$ cat src/tsol_pkg.sv
package tsol_pkg;

  // List geometry
  localparam int LIST_DEPTH = 16;
  localparam int DATA_W     = 32;
  localparam int IDX_W      = (LIST_DEPTH > 1) ? $clog2(LIST_DEPTH) : 1;
  localparam int CNT_W      = $clog2(LIST_DEPTH + 1);

  // Port field widths
  localparam int FUNC_W   = 2;
  localparam int STATUS_W = 2;
  localparam int POS_W    = 4;
  localparam int COUNT_W  = 5;

  typedef enum logic [FUNC_W-1:0] {
    FUNC_INSERT_END   = 2'd0,
    FUNC_INSERT_FRONT = 2'd1,
    FUNC_DELETE_FRONT = 2'd2,
    FUNC_SEARCH       = 2'd3
  } func_t;

  typedef enum logic [STATUS_W-1:0] {
    STATUS_OK        = 2'd0,
    STATUS_FULL      = 2'd1,
    STATUS_EMPTY     = 2'd2,
    STATUS_NOT_FOUND = 2'd3
  } status_t;

  typedef enum logic [2:0] {
    ST_IDLE,
    ST_SCAN,
    ST_SWAP_PRED,
    ST_SWAP_HIT,
    ST_RESP
  } state_t;

  // Map a logical list position onto the circular buffer
  function automatic logic [IDX_W-1:0] phys_index(input logic [IDX_W-1:0] head,
                                                  input logic [IDX_W-1:0] logical);
    logic [IDX_W:0] sum;
    sum = {1'b0, head} + {1'b0, logical};
    if (sum >= (IDX_W+1)'(LIST_DEPTH)) begin
      sum = sum - (IDX_W+1)'(LIST_DEPTH);
    end
    return sum[IDX_W-1:0];
  endfunction

endpackage

$ cat src/tsol_ram.sv
module tsol_ram #(
  parameter int WIDTH = 32,
  parameter int DEPTH = 16,
  localparam int ADDR_W = (DEPTH > 1) ? $clog2(DEPTH) : 1
) (
  input  logic              clk,
  input  logic              we,
  input  logic [ADDR_W-1:0] waddr,
  input  logic [WIDTH-1:0]  wdata,
  input  logic [ADDR_W-1:0] raddr,
  output logic [WIDTH-1:0]  rdata
);

  logic [WIDTH-1:0] mem [DEPTH];

  // Write port
  always_ff @(posedge clk) begin
    if (we) begin
      mem[waddr] <= wdata;
    end
  end

  // Registered read port
  always_ff @(posedge clk) begin
    rdata <= mem[raddr];
  end

endmodule

$ cat src/transpose_self_organizing_list_core.sv
// Channel  Handshake            Payload
// input    in_valid / in_stall  func, value
// output   out_valid / out_stall status, found_position, entry_count
//
// One transaction at a time. Inserts and delete front need no scan.
// A search reads one entry per cycle from the list memory: a hit at position 0
// responds directly, a later hit swaps with its predecessor in ST_SWAP_PRED and
// ST_SWAP_HIT, a miss ends after the last entry, an empty list skips the scan.
// The list is a circular buffer, so front operations never move entries.
// Synchronous reset empties the list; memory contents stay undefined.
// A stalled output holds the block in its response state until it is taken.
module transpose_self_organizing_list_core (
  input  logic                          clk,
  input  logic                          rst,
  input  logic                          in_valid,
  output logic                          in_stall,
  input  logic [tsol_pkg::FUNC_W-1:0]   func,
  input  logic signed [tsol_pkg::DATA_W-1:0] value,
  output logic                          out_valid,
  input  logic                          out_stall,
  output logic [tsol_pkg::STATUS_W-1:0] status,
  output logic [tsol_pkg::POS_W-1:0]    found_position,
  output logic [tsol_pkg::COUNT_W-1:0]  entry_count
);

  localparam int IDX_W  = tsol_pkg::IDX_W;
  localparam int CNT_W  = tsol_pkg::CNT_W;
  localparam int DATA_W = tsol_pkg::DATA_W;

  tsol_pkg::state_t  state, state_next;
  logic [IDX_W-1:0]  head;
  logic [CNT_W-1:0]  occ;
  logic [DATA_W-1:0] key;
  logic [CNT_W-1:0]  issue_idx;
  logic              cmp_valid;
  logic [IDX_W-1:0]  cmp_idx;
  logic [DATA_W-1:0] prev;
  logic [IDX_W-1:0]  hit_idx;
  tsol_pkg::status_t res_status;
  logic [IDX_W-1:0]  res_pos;

  logic              accept;
  logic              full;
  logic              empty;
  logic              rd_issue;
  logic              match;
  logic              miss_done;
  logic              resp_free;
  logic [IDX_W-1:0]  head_inc;
  logic [IDX_W-1:0]  head_dec;
  tsol_pkg::func_t   in_func;

  logic              we;
  logic [IDX_W-1:0]  waddr;
  logic [DATA_W-1:0] wdata;
  logic [IDX_W-1:0]  raddr;
  logic [DATA_W-1:0] rdata;

  logic [tsol_pkg::POS_W+IDX_W-1:0]   pos_ext;
  logic [tsol_pkg::COUNT_W+CNT_W-1:0] count_ext;

  tsol_ram #(
    .WIDTH (DATA_W),
    .DEPTH (tsol_pkg::LIST_DEPTH)
  ) u_list_ram (
    .clk   (clk),
    .we    (we),
    .waddr (waddr),
    .wdata (wdata),
    .raddr (raddr),
    .rdata (rdata)
  );

  // Status decode
  assign in_func   = tsol_pkg::func_t'(func);
  assign accept    = in_valid && !in_stall;
  assign full      = (occ == CNT_W'(tsol_pkg::LIST_DEPTH));
  assign empty     = (occ == '0);
  assign head_inc  = (head == IDX_W'(tsol_pkg::LIST_DEPTH - 1)) ? '0 : head + 1'b1;
  assign head_dec  = (head == '0) ? IDX_W'(tsol_pkg::LIST_DEPTH - 1) : head - 1'b1;
  assign rd_issue  = (state == tsol_pkg::ST_SCAN) && (issue_idx < occ);
  assign match     = cmp_valid && (rdata == key);
  assign miss_done = cmp_valid && !match && ((CNT_W'(cmp_idx) + CNT_W'(1)) == occ);
  assign resp_free = !out_valid || !out_stall;
  assign raddr     = tsol_pkg::phys_index(head, issue_idx[IDX_W-1:0]);

  // Next state
  always_comb begin
    state_next = state;
    unique case (state)
      tsol_pkg::ST_IDLE: begin
        if (accept) begin
          if (in_func == tsol_pkg::FUNC_SEARCH && !empty) begin
            state_next = tsol_pkg::ST_SCAN;
          end else begin
            state_next = tsol_pkg::ST_RESP;
          end
        end
      end
      tsol_pkg::ST_SCAN: begin
        if (match) begin
          state_next = (cmp_idx == '0) ? tsol_pkg::ST_RESP : tsol_pkg::ST_SWAP_PRED;
        end else if (miss_done) begin
          state_next = tsol_pkg::ST_RESP;
        end
      end
      tsol_pkg::ST_SWAP_PRED: state_next = tsol_pkg::ST_SWAP_HIT;
      tsol_pkg::ST_SWAP_HIT:  state_next = tsol_pkg::ST_RESP;
      tsol_pkg::ST_RESP: begin
        if (resp_free) begin
          state_next = tsol_pkg::ST_IDLE;
        end
      end
      default: state_next = tsol_pkg::ST_IDLE;
    endcase
  end

  // Memory write port and input stall
  always_comb begin
    in_stall = 1'b1;
    we       = 1'b0;
    waddr    = head;
    wdata    = value;
    unique case (state)
      tsol_pkg::ST_IDLE: begin
        in_stall = 1'b0;
        if (accept && !full) begin
          if (in_func == tsol_pkg::FUNC_INSERT_END) begin
            we    = 1'b1;
            waddr = tsol_pkg::phys_index(head, occ[IDX_W-1:0]);
          end else if (in_func == tsol_pkg::FUNC_INSERT_FRONT) begin
            we    = 1'b1;
            waddr = head_dec;
          end
        end
      end
      tsol_pkg::ST_SWAP_PRED: begin
        we    = 1'b1;
        waddr = tsol_pkg::phys_index(head, hit_idx - 1'b1);
        wdata = key;
      end
      tsol_pkg::ST_SWAP_HIT: begin
        we    = 1'b1;
        waddr = tsol_pkg::phys_index(head, hit_idx);
        wdata = prev;
      end
      tsol_pkg::ST_SCAN, tsol_pkg::ST_RESP: begin
        we = 1'b0;
      end
      default: we = 1'b0;
    endcase
  end

  // Control registers
  always_ff @(posedge clk) begin
    if (rst) begin
      state     <= tsol_pkg::ST_IDLE;
      head      <= '0;
      occ       <= '0;
      cmp_valid <= 1'b0;
      out_valid <= 1'b0;
    end else begin
      state <= state_next;
      if (accept && !full && (in_func == tsol_pkg::FUNC_INSERT_END ||
                              in_func == tsol_pkg::FUNC_INSERT_FRONT)) begin
        occ <= occ + 1'b1;
        if (in_func == tsol_pkg::FUNC_INSERT_FRONT) begin
          head <= head_dec;
        end
      end else if (accept && !empty && in_func == tsol_pkg::FUNC_DELETE_FRONT) begin
        occ  <= occ - 1'b1;
        head <= head_inc;
      end
      // Read pipeline tag: a compare follows each issued read
      cmp_valid <= rd_issue;
      // Present the finished transaction, drop it once taken
      if (state == tsol_pkg::ST_RESP && resp_free) begin
        out_valid <= 1'b1;
      end else if (out_valid && !out_stall) begin
        out_valid <= 1'b0;
      end
    end
  end

  // Datapath registers
  always_ff @(posedge clk) begin
    if (accept) begin
      key       <= value;
      res_pos   <= '0;
      issue_idx <= '0;
      case (in_func)
        tsol_pkg::FUNC_INSERT_END, tsol_pkg::FUNC_INSERT_FRONT:
          res_status <= full ? tsol_pkg::STATUS_FULL : tsol_pkg::STATUS_OK;
        tsol_pkg::FUNC_DELETE_FRONT:
          res_status <= empty ? tsol_pkg::STATUS_EMPTY : tsol_pkg::STATUS_OK;
        default:
          res_status <= tsol_pkg::STATUS_NOT_FOUND;
      endcase
    end
    if (state == tsol_pkg::ST_SCAN) begin
      if (rd_issue) begin
        issue_idx <= issue_idx + 1'b1;
      end
      cmp_idx <= issue_idx[IDX_W-1:0];
      // Keep the predecessor of the next compare
      if (cmp_valid && !match) begin
        prev <= rdata;
      end
      if (match) begin
        res_status <= tsol_pkg::STATUS_OK;
        res_pos    <= cmp_idx;
        hit_idx    <= cmp_idx;
      end
    end
    if (state == tsol_pkg::ST_RESP && resp_free) begin
      status         <= res_status;
      found_position <= pos_ext[tsol_pkg::POS_W-1:0];
      entry_count    <= count_ext[tsol_pkg::COUNT_W-1:0];
    end
  end

  assign pos_ext   = {tsol_pkg::POS_W'(0), res_pos};
  assign count_ext = {tsol_pkg::COUNT_W'(0), occ};

  // Checks
  a_occ_bound: assert property (@(posedge clk) disable iff (rst)
    occ <= CNT_W'(tsol_pkg::LIST_DEPTH))
    else $error("occupancy above list depth");

  a_insert_grows: assert property (@(posedge clk) disable iff (rst)
    accept && !full && in_func == tsol_pkg::FUNC_INSERT_END |=> occ == $past(occ) + 1'b1)
    else $error("insert did not grow the list");

  a_no_write_in_scan: assert property (@(posedge clk) disable iff (rst)
    state == tsol_pkg::ST_SCAN |-> !we)
    else $error("memory written during search scan");

  a_pos_only_on_hit: assert property (@(posedge clk) disable iff (rst)
    out_valid && found_position != '0 |-> status == tsol_pkg::STATUS_OK)
    else $error("found position reported without a hit");

  a_swap_follows_pred: assert property (@(posedge clk) disable iff (rst)
    state == tsol_pkg::ST_SWAP_PRED |=> state == tsol_pkg::ST_SWAP_HIT)
    else $error("swap writeback broken");

endmodule
$ cat config.mk
export PLATFORM = sky130hd
export DESIGN_NAME = transpose_self_organizing_list_core
export DESIGN_NICKNAME = d
export VERILOG_FILES = /design/src/tsol_pkg.sv /design/src/tsol_ram.sv /design/src/transpose_self_organizing_list_core.sv
export SDC_FILE = /design/constraint.sdc
export NUM_CORES = 1
export LEC_CHECK = 0
export BUFFER_PORTS_ARGS = -buffer_cell sky130_fd_sc_hd__buf_2
export CORE_MARGIN = 2
export CORE_UTILIZATION = 62
export DETAILED_ROUTE_END_ITERATION = 6
export HOLD_SLACK_MARGIN = 0.08
export PLACE_DENSITY = 0.79
export SLEW_MARGIN = 20
export SYNTH_ARGS = -nofsm -noshare
export SYNTH_HDL_FRONTEND = slang
export SYNTH_SLANG_ARGS = --single-unit
$ cat constraint.sdc
create_clock -name clk -period 4.9 [get_ports clk]
set_clock_uncertainty 0.15 [all_clocks]
set_input_delay 0.245 -clock clk [delete_from_list [all_inputs] [get_ports clk]]
set_output_delay 0.245 -clock clk [all_outputs]
set_load 0.05 [all_outputs]
**After elaboration in Yosys (flattened, before gate mapping)**

Memory sizes are Yosys's and may differ from the RTL's. A register that Yosys moved wholly into a read port is not among the register bits.
Cells that the tools add are included.

- Flip-flop bits (word level): 108
- Bits in writable memories: 512
- Output and inout port bits: 13
- Word-level logic and storage cells: 124
- Memories kept: 1

- Add/subtract/negate cells: 15
- Order comparisons: 5
- Equality and inequality tests: 14
- Muxes and demuxes: 43
- Reduce and logical (&&, ||, !) cells: 31

Memory list:

| name | words | bits a word | rd ports | clocked after memory_dff | write ports | RTL line | text |
|---|---|---|---|---|---|---|---|
| u_list_ram.mem | 16 | 32 | 1 | 1 | 1 | tsol_ram.sv:14 | `logic [WIDTH-1:0] mem [DEPTH];` |

Operators by type and width:

| cell | number |
|---|---|
| case mux 32 bit (2 select lines) | 1 |
| two-way mux 4 bit | 14 |
| == test 32 bit | 1 |
| two-way mux 5 bit | 5 |
| subtractor 4 x 1 -> 4 bit (second input constant) | 6 |
| adder 4 x 4 -> 5 bit | 4 |
| >= comparator 5 bit (second input constant) | 4 |
| two-way mux 3 bit | 6 |
| case mux 3 bit (5 select lines) | 1 |
| logical AND 1 bit | 12 |
| case mux 4 bit (3 select lines) | 1 |
| adder 5 x 1 -> 5 bit (second input constant) | 2 |
| two-way mux 1 bit | 9 |
| logical NOT 4 bit | 2 |
| two-way mux 2 bit | 4 |
| == test 3 x 2 -> 1 bit (second input constant) | 2 |
| adder 4 x 1 -> 5 bit (second input constant) | 1 |
| == test 5 bit | 1 |
| == test 5 bit (second input constant) | 1 |
| logical NOT 1 bit | 5 |
| logical NOT 5 bit | 1 |
| less-than comparator 5 bit | 1 |
| subtractor 5 x 1 -> 5 bit (second input constant) | 1 |
| adder 4 x 1 -> 4 bit (second input constant) | 1 |
| 16 further kinds | 22 |

**Logic depth before layout (Yosys ltp)**

- Depth in word-level cells: 8
- Gate-level depth with buffers: 12

**By module**

From an unflattened synthesis, not the netlist that was laid out.

- Cells, all modules: 1,337
- Area total of the unflattened synthesis: 25,491.9 µm²

By module, submodules not included:

| module | instances | cells an instance | area an instance (µm²) | seq. area each (µm²) |
|---|---|---|---|---|
| tsol_ram | 1 | 838 | 19,835.3 | 16,015.4 |
| transpose_self_organizing_list_core | 1 | 499 | 5,656.7 | 2,992.9 |

**Worst setup path before layout**

No wires, ideal clock.

- Path kind: register -> register
- Start point: register state[0]
- End point: memory u_list_ram.mem[14][0], enable pin
- Setup time: 0.421 ns
- Data arrival time: 3.709 ns
- Data required time: 4.329 ns
- Path slack: 0.620 ns
- Stages on the path, launching flop included: 12
- Buffers on the path: 2
- Clock period less this slack: 4.280 ns
- Path through: dfxtp_1 > buf_6 > clkbuf_1 > nand2_1 > xnor2_1 > ha_1 > inv_1 > fa_1 > xor2_1 > o221a_2 > or2_1 > nor2_1

- Word-level cells in the longest chain between the ends: 7
- Elaborated cells on any way between the ends: 12
- Classes of those cells: eq/ne: 2; mux: 6; reduce/logical: 4

RTL lines:

| item | RTL line | text |
|---|---|---|
| start: declaration | transpose_self_organizing_list_core.sv:30 | `tsol_pkg::state_t state, state_next;` |
| start signal: assignment | transpose_self_organizing_list_core.sv:157 | `state <= tsol_pkg::ST_IDLE;` |
| start signal: assignment | transpose_self_organizing_list_core.sv:163 | `state <= state_next;` |
| logical NOT 3 bit | transpose_self_organizing_list_core.sv:124 | `unique case (state)` |
| logical AND 1 bit | transpose_self_organizing_list_core.sv:76 | `assign accept = in_valid && !in_stall;` |
| logical AND 1 bit | transpose_self_organizing_list_core.sv:127 | `if (accept && !full) begin` |
| two-way mux 1 bit | transpose_self_organizing_list_core.sv:127 |  |
| case mux 1 bit (2 select lines) | transpose_self_organizing_list_core.sv:124 |  |
| two-way mux 1 bit | tsol_ram.sv:18 | `if (we) begin` |
| two-way mux 1 bit (not written as such) | tsol_ram.sv:19 | `mem[waddr] <= wdata;` |
| end: declaration | tsol_ram.sv:14 |  |

Several ways; a longest one is shown, not always the timed one.

**Worst setup path after layout**

- Start point: register state[1]
- End point: memory u_list_ram.mem[9][11], enable pin

Same word-level chain as after synthesis.

==> metrics.md <==
| Metric | Value |
|---|---|
| Synthesized-area fraction occupied by adder cells | 1.38% |
| Flop pwr share | 49.5% |
| Residual DRC | 0 |
| First-pass GRT wire length | 88.6 mm |
| Max stage delay on crit path | 0.52 ns |
| CP Cell Sequence | nor2b_1 -> nand2_1 -> xnor2_1 -> ha_1 -> inv_1 -> fa_1 -> nor2_1 -> a21oi_1 -> nand2_1 -> nor2_4 -> buf_4 |
| R2R cell count | 11 |
| FF-to-FF End | u_list_ram.mem[9][11] |
| Yosys reg bits | 652 |
| Synthesized area | 0.0258 mm2 |
| Max-cap violations | 0 |
| Overflow after GRT | 0 |
| Multiplexer share of the synthesized area | 12.4% |
| Number of global-route vias before repair | 14500 |
| CTS tree | done |
| Vias | 14000 |
| Post-CTS setup buffers | 0 |
| Placed cells | 1997 |
| Fmax | 245 MHz |
| Int Pwr | 9.94 mW |
| # port buffers | 50 |
| RSZ-0062 raised after global routing | false |
| XOR/XNOR Fraction of Synth Area | 1.90% |
| Crit Path Max Fanout | 22 |
| Final ANT Viol Nets | 0 |
| Final setup TNS | 0 ns |
| Gr usage total | 27.5% |
| CP endpoint kind | flop |
| Final hold vios | 0 |
| Synth Area in Compound Gates | 4.71% |
| Die ar. | 0.0433 mm2 |
| WHS Endpoint | key[13] |
| Layout cells sized above 1 | 23.2% |
| Hold Path Cell Cnt | 2 |
| Register area share after synthesis | 73.6% |
| Post-route clock period utilization | 83.3% |
| Core Util, Final | 71.9% |
| Status | finished clean |
| Min Clock Period, post-route | 4.08 ns |
| CTS Buffer Depth | 3 |
| Slew Viols, Final | 0 |
| Largest family of logic cells by synthesized area | multiplexers |
| Die extent in x | 208 um |
| Critical path type | flop to flop |
| Worst-path clk slew | 0.06 ns |
| Routed wire per std cell | 27.1 um |
| Pwr Total | 13.4 mW |
| Ant. Diodes | 0 |
| Synth top cells by count | edfxtp_1, mux4_2, nand2_1 |
| Post-synth EDFFs | 595 |
| Final setup vio count | 0 |
| HP Class | input port to flop |
| Fin area | 0.0295 mm2 |
| Core area | 0.0410 mm2 |
| Flop-to-flop setup slack | 0.82 ns |
| Largest net degree at the start of global routing | 65 |
| Peak VDD IR | 0.354 mV |
| Synth top area cells | edfxtp_1, mux4_2, dfxtp_1 |
| Slowest library cell on the worst path | buf_4 |
| Comb pwr share | 17.4% |
| Reg2Reg Launch Point | state[1] |
| Sw Ratio | 25.9% |
| Via density | 6.50 |
| P_sw | 3.48 mW |
| Drt pass-1 iters | 5 |
| CTS Buf Count | 61 |
| PwrDens | 455 mW/mm2 |
| Die H | 208 um |
| Drt first-iter violations | 1560 |
| Clock share of power | 33.1% |
| Synth top area share | 69.2% |
| H-tree Lvls | 2 |
| Clock Latency Late Sink | 0.63 ns |
| Cts repair resizes | 0 |
| FP Rows | 74 |
| Layout Area Growth over Synthesis | 14.2% |
| Most common flop cell mapped by yosys | edfxtp_1 |
| Io pins | 51 |
| Routed met3 length | 4.25 mm |
| Ys async rst share | 0% |
| HP Start | value[13] |
| Worst setup path startpoint | state[1] |
| Top Metal Used | met4 |
| Most common cell in the netlist | edfxtp_1 |
| Yosys warning count | 0 |
| Relative slew slack | 27.7% |
| M1 wire length | 23.0 mm |
| Netlist cell types | 58 |
| Simple-Gate Fraction of Synth Area | 4.43% |
| Cell with the most instances on the worst path | nand2_1 |
| Starting Density | 63.0% |
| Final wirelength | 58.4 mm |
| Root buf cell | clkbuf_16 |
| Nets | 1631 |
| Initial antenna violation count | 0 |
| Syn avg cell area | 18.2 um2 |
| CP Data Required Time | 5.00 ns |
| Final HPWL DP | 33.4 mm |
| DR WL met2 | 29.3 mm |
| P_leak | 9.68 nW |
| Top cell type by total area after synthesis | edfxtp_1 |
| Measured slew at the worst slew-check pin | 1.08 ns |
| Final Wtd Congestion | 0.827 |
| CP arrival | 4.18 ns |
| Placed inst area | 0.0272 mm2 |
| Synthesized Nets | 1484 |
| Non-Filler Instances | 2151 |
| Clock sinks | 652 |
| Syn Inst Count | 1420 |
| Startpoint types | flop |
-- power groups by stage --
stage                     Combinational, mW  Sequential, mW  Clock (mW)
after floorplan                        1.64            6.71           0
after global placement                 2.26            6.73           0
after detailed placement               2.30            6.75           0
after CTS                              2.36            6.64        4.48
after global routing                   2.50            6.67        4.68
final                                  2.34            6.65        4.44
-- layout by cell type (no fill, tap or decap), drive strengths merged, types with 3 or more instances in the layout --
master / synthesis / final
a211oi: 39 / 39
a21o: 7 / 7
a21oi: 27 / 27
a31oi: 35 / 35
and2: 33 / 33
buf: 28 / 116
clkbuf: 43 / 78
clkinv: 0 / 31
dfxtp: 57 / 57
dlygate4sd3: 0 / 39
edfxtp: 595 / 595
fa: 4 / 4
ha: 22 / 22
inv: 24 / 26
mux2i: 33 / 33
mux4: 128 / 128
nand2: 125 / 125
nand2b: 8 / 8
nand3: 12 / 12
nand4: 11 / 11
nor2: 37 / 37
nor2b: 3 / 3
nor4: 4 / 4
o211ai: 4 / 4
o21ai: 50 / 50
o31ai: 3 / 3
or3: 3 / 3
xnor2: 50 / 50
xor2: 6 / 6
-- layout make-up --
type                    instances  area, um2
fillers                      2365      11500
clock buffers                  78       1630
flip-flops and latches        652      19000
clock inverters                37        233
repair buffers                155       1250
inverters                      24       90.1
multi-input cells             673       6630
well taps                     532        666
-- critical path: cells and delay by family, from the launching register on --
kind / cells / cell delay [ns]
compound gates: 1 / 0.25
buf+inv: 2 / 0.58
fa+ha+maj: 2 / 0.70
flops: 1 / 0.51
simple gates: 5 / 1.30
xor+xnor: 1 / 0.21
-- sequential cells by signal (all words and copies together) (netlist names), 2 cells and up --
signal and flops:
status 2, cmp_idx 4, key 32, state 3, hit_idx 4, res_status 2, found_position 4, head 4
entry_count 5, prev 32, occ 5, u_list_ram.rdata 32, res_pos 4, issue_idx 5, u_list_ram.mem 512
-- worst max path at each step --
stage / to / slack, ns / cells after the start
floorplan: u_list_ram.mem[14][0] / 0.62 / 11
global placement: u_list_ram.mem[11][15] / 0.98 / 12
detailed placement: u_list_ram.mem[11][11] / 0.90 / 12
CTS: u_list_ram.mem[11][18] / 0.85 / 12
global route: u_list_ram.mem[1][20] / 0.60 / 11
finish: u_list_ram.mem[9][11] / 0.82 / 11
-- per-layer routing --
layer / GRT usage [%] / vias up
met5: 0 / -
met4: 9.15 / 0
met3: 4.48 / 119
met2: 46.5 / 668
met1: 37.3 / 7246
li1: - / 5944
-- per-stage QoR --
step                hold slack (ns)  setup WS, ns
global placement              0.271         0.977
detailed placement            0.267         0.900
finish                        0.191         0.820
global route                  0.194         0.595
CTS                           0.175         0.847
floorplan                     0.160         0.620
-- logic make-up (layout without fill, tap and decap cells) --
group	after synthesis	count (layout)
buf+inv	95	294
compound gates	184	184
fa+ha+maj	26	26
xor+xnor	56	56
flops	652	652
simple gates	246	246
mux	161	161
-- timing repair --
action / in CTS / in global routing
endpoints found under the setup margin: 0 / 0
endpoints found under the hold margin: 368 / 0
hold buffers: 39 / 0
No activity file was read; power rests on OpenSTA's default activity.
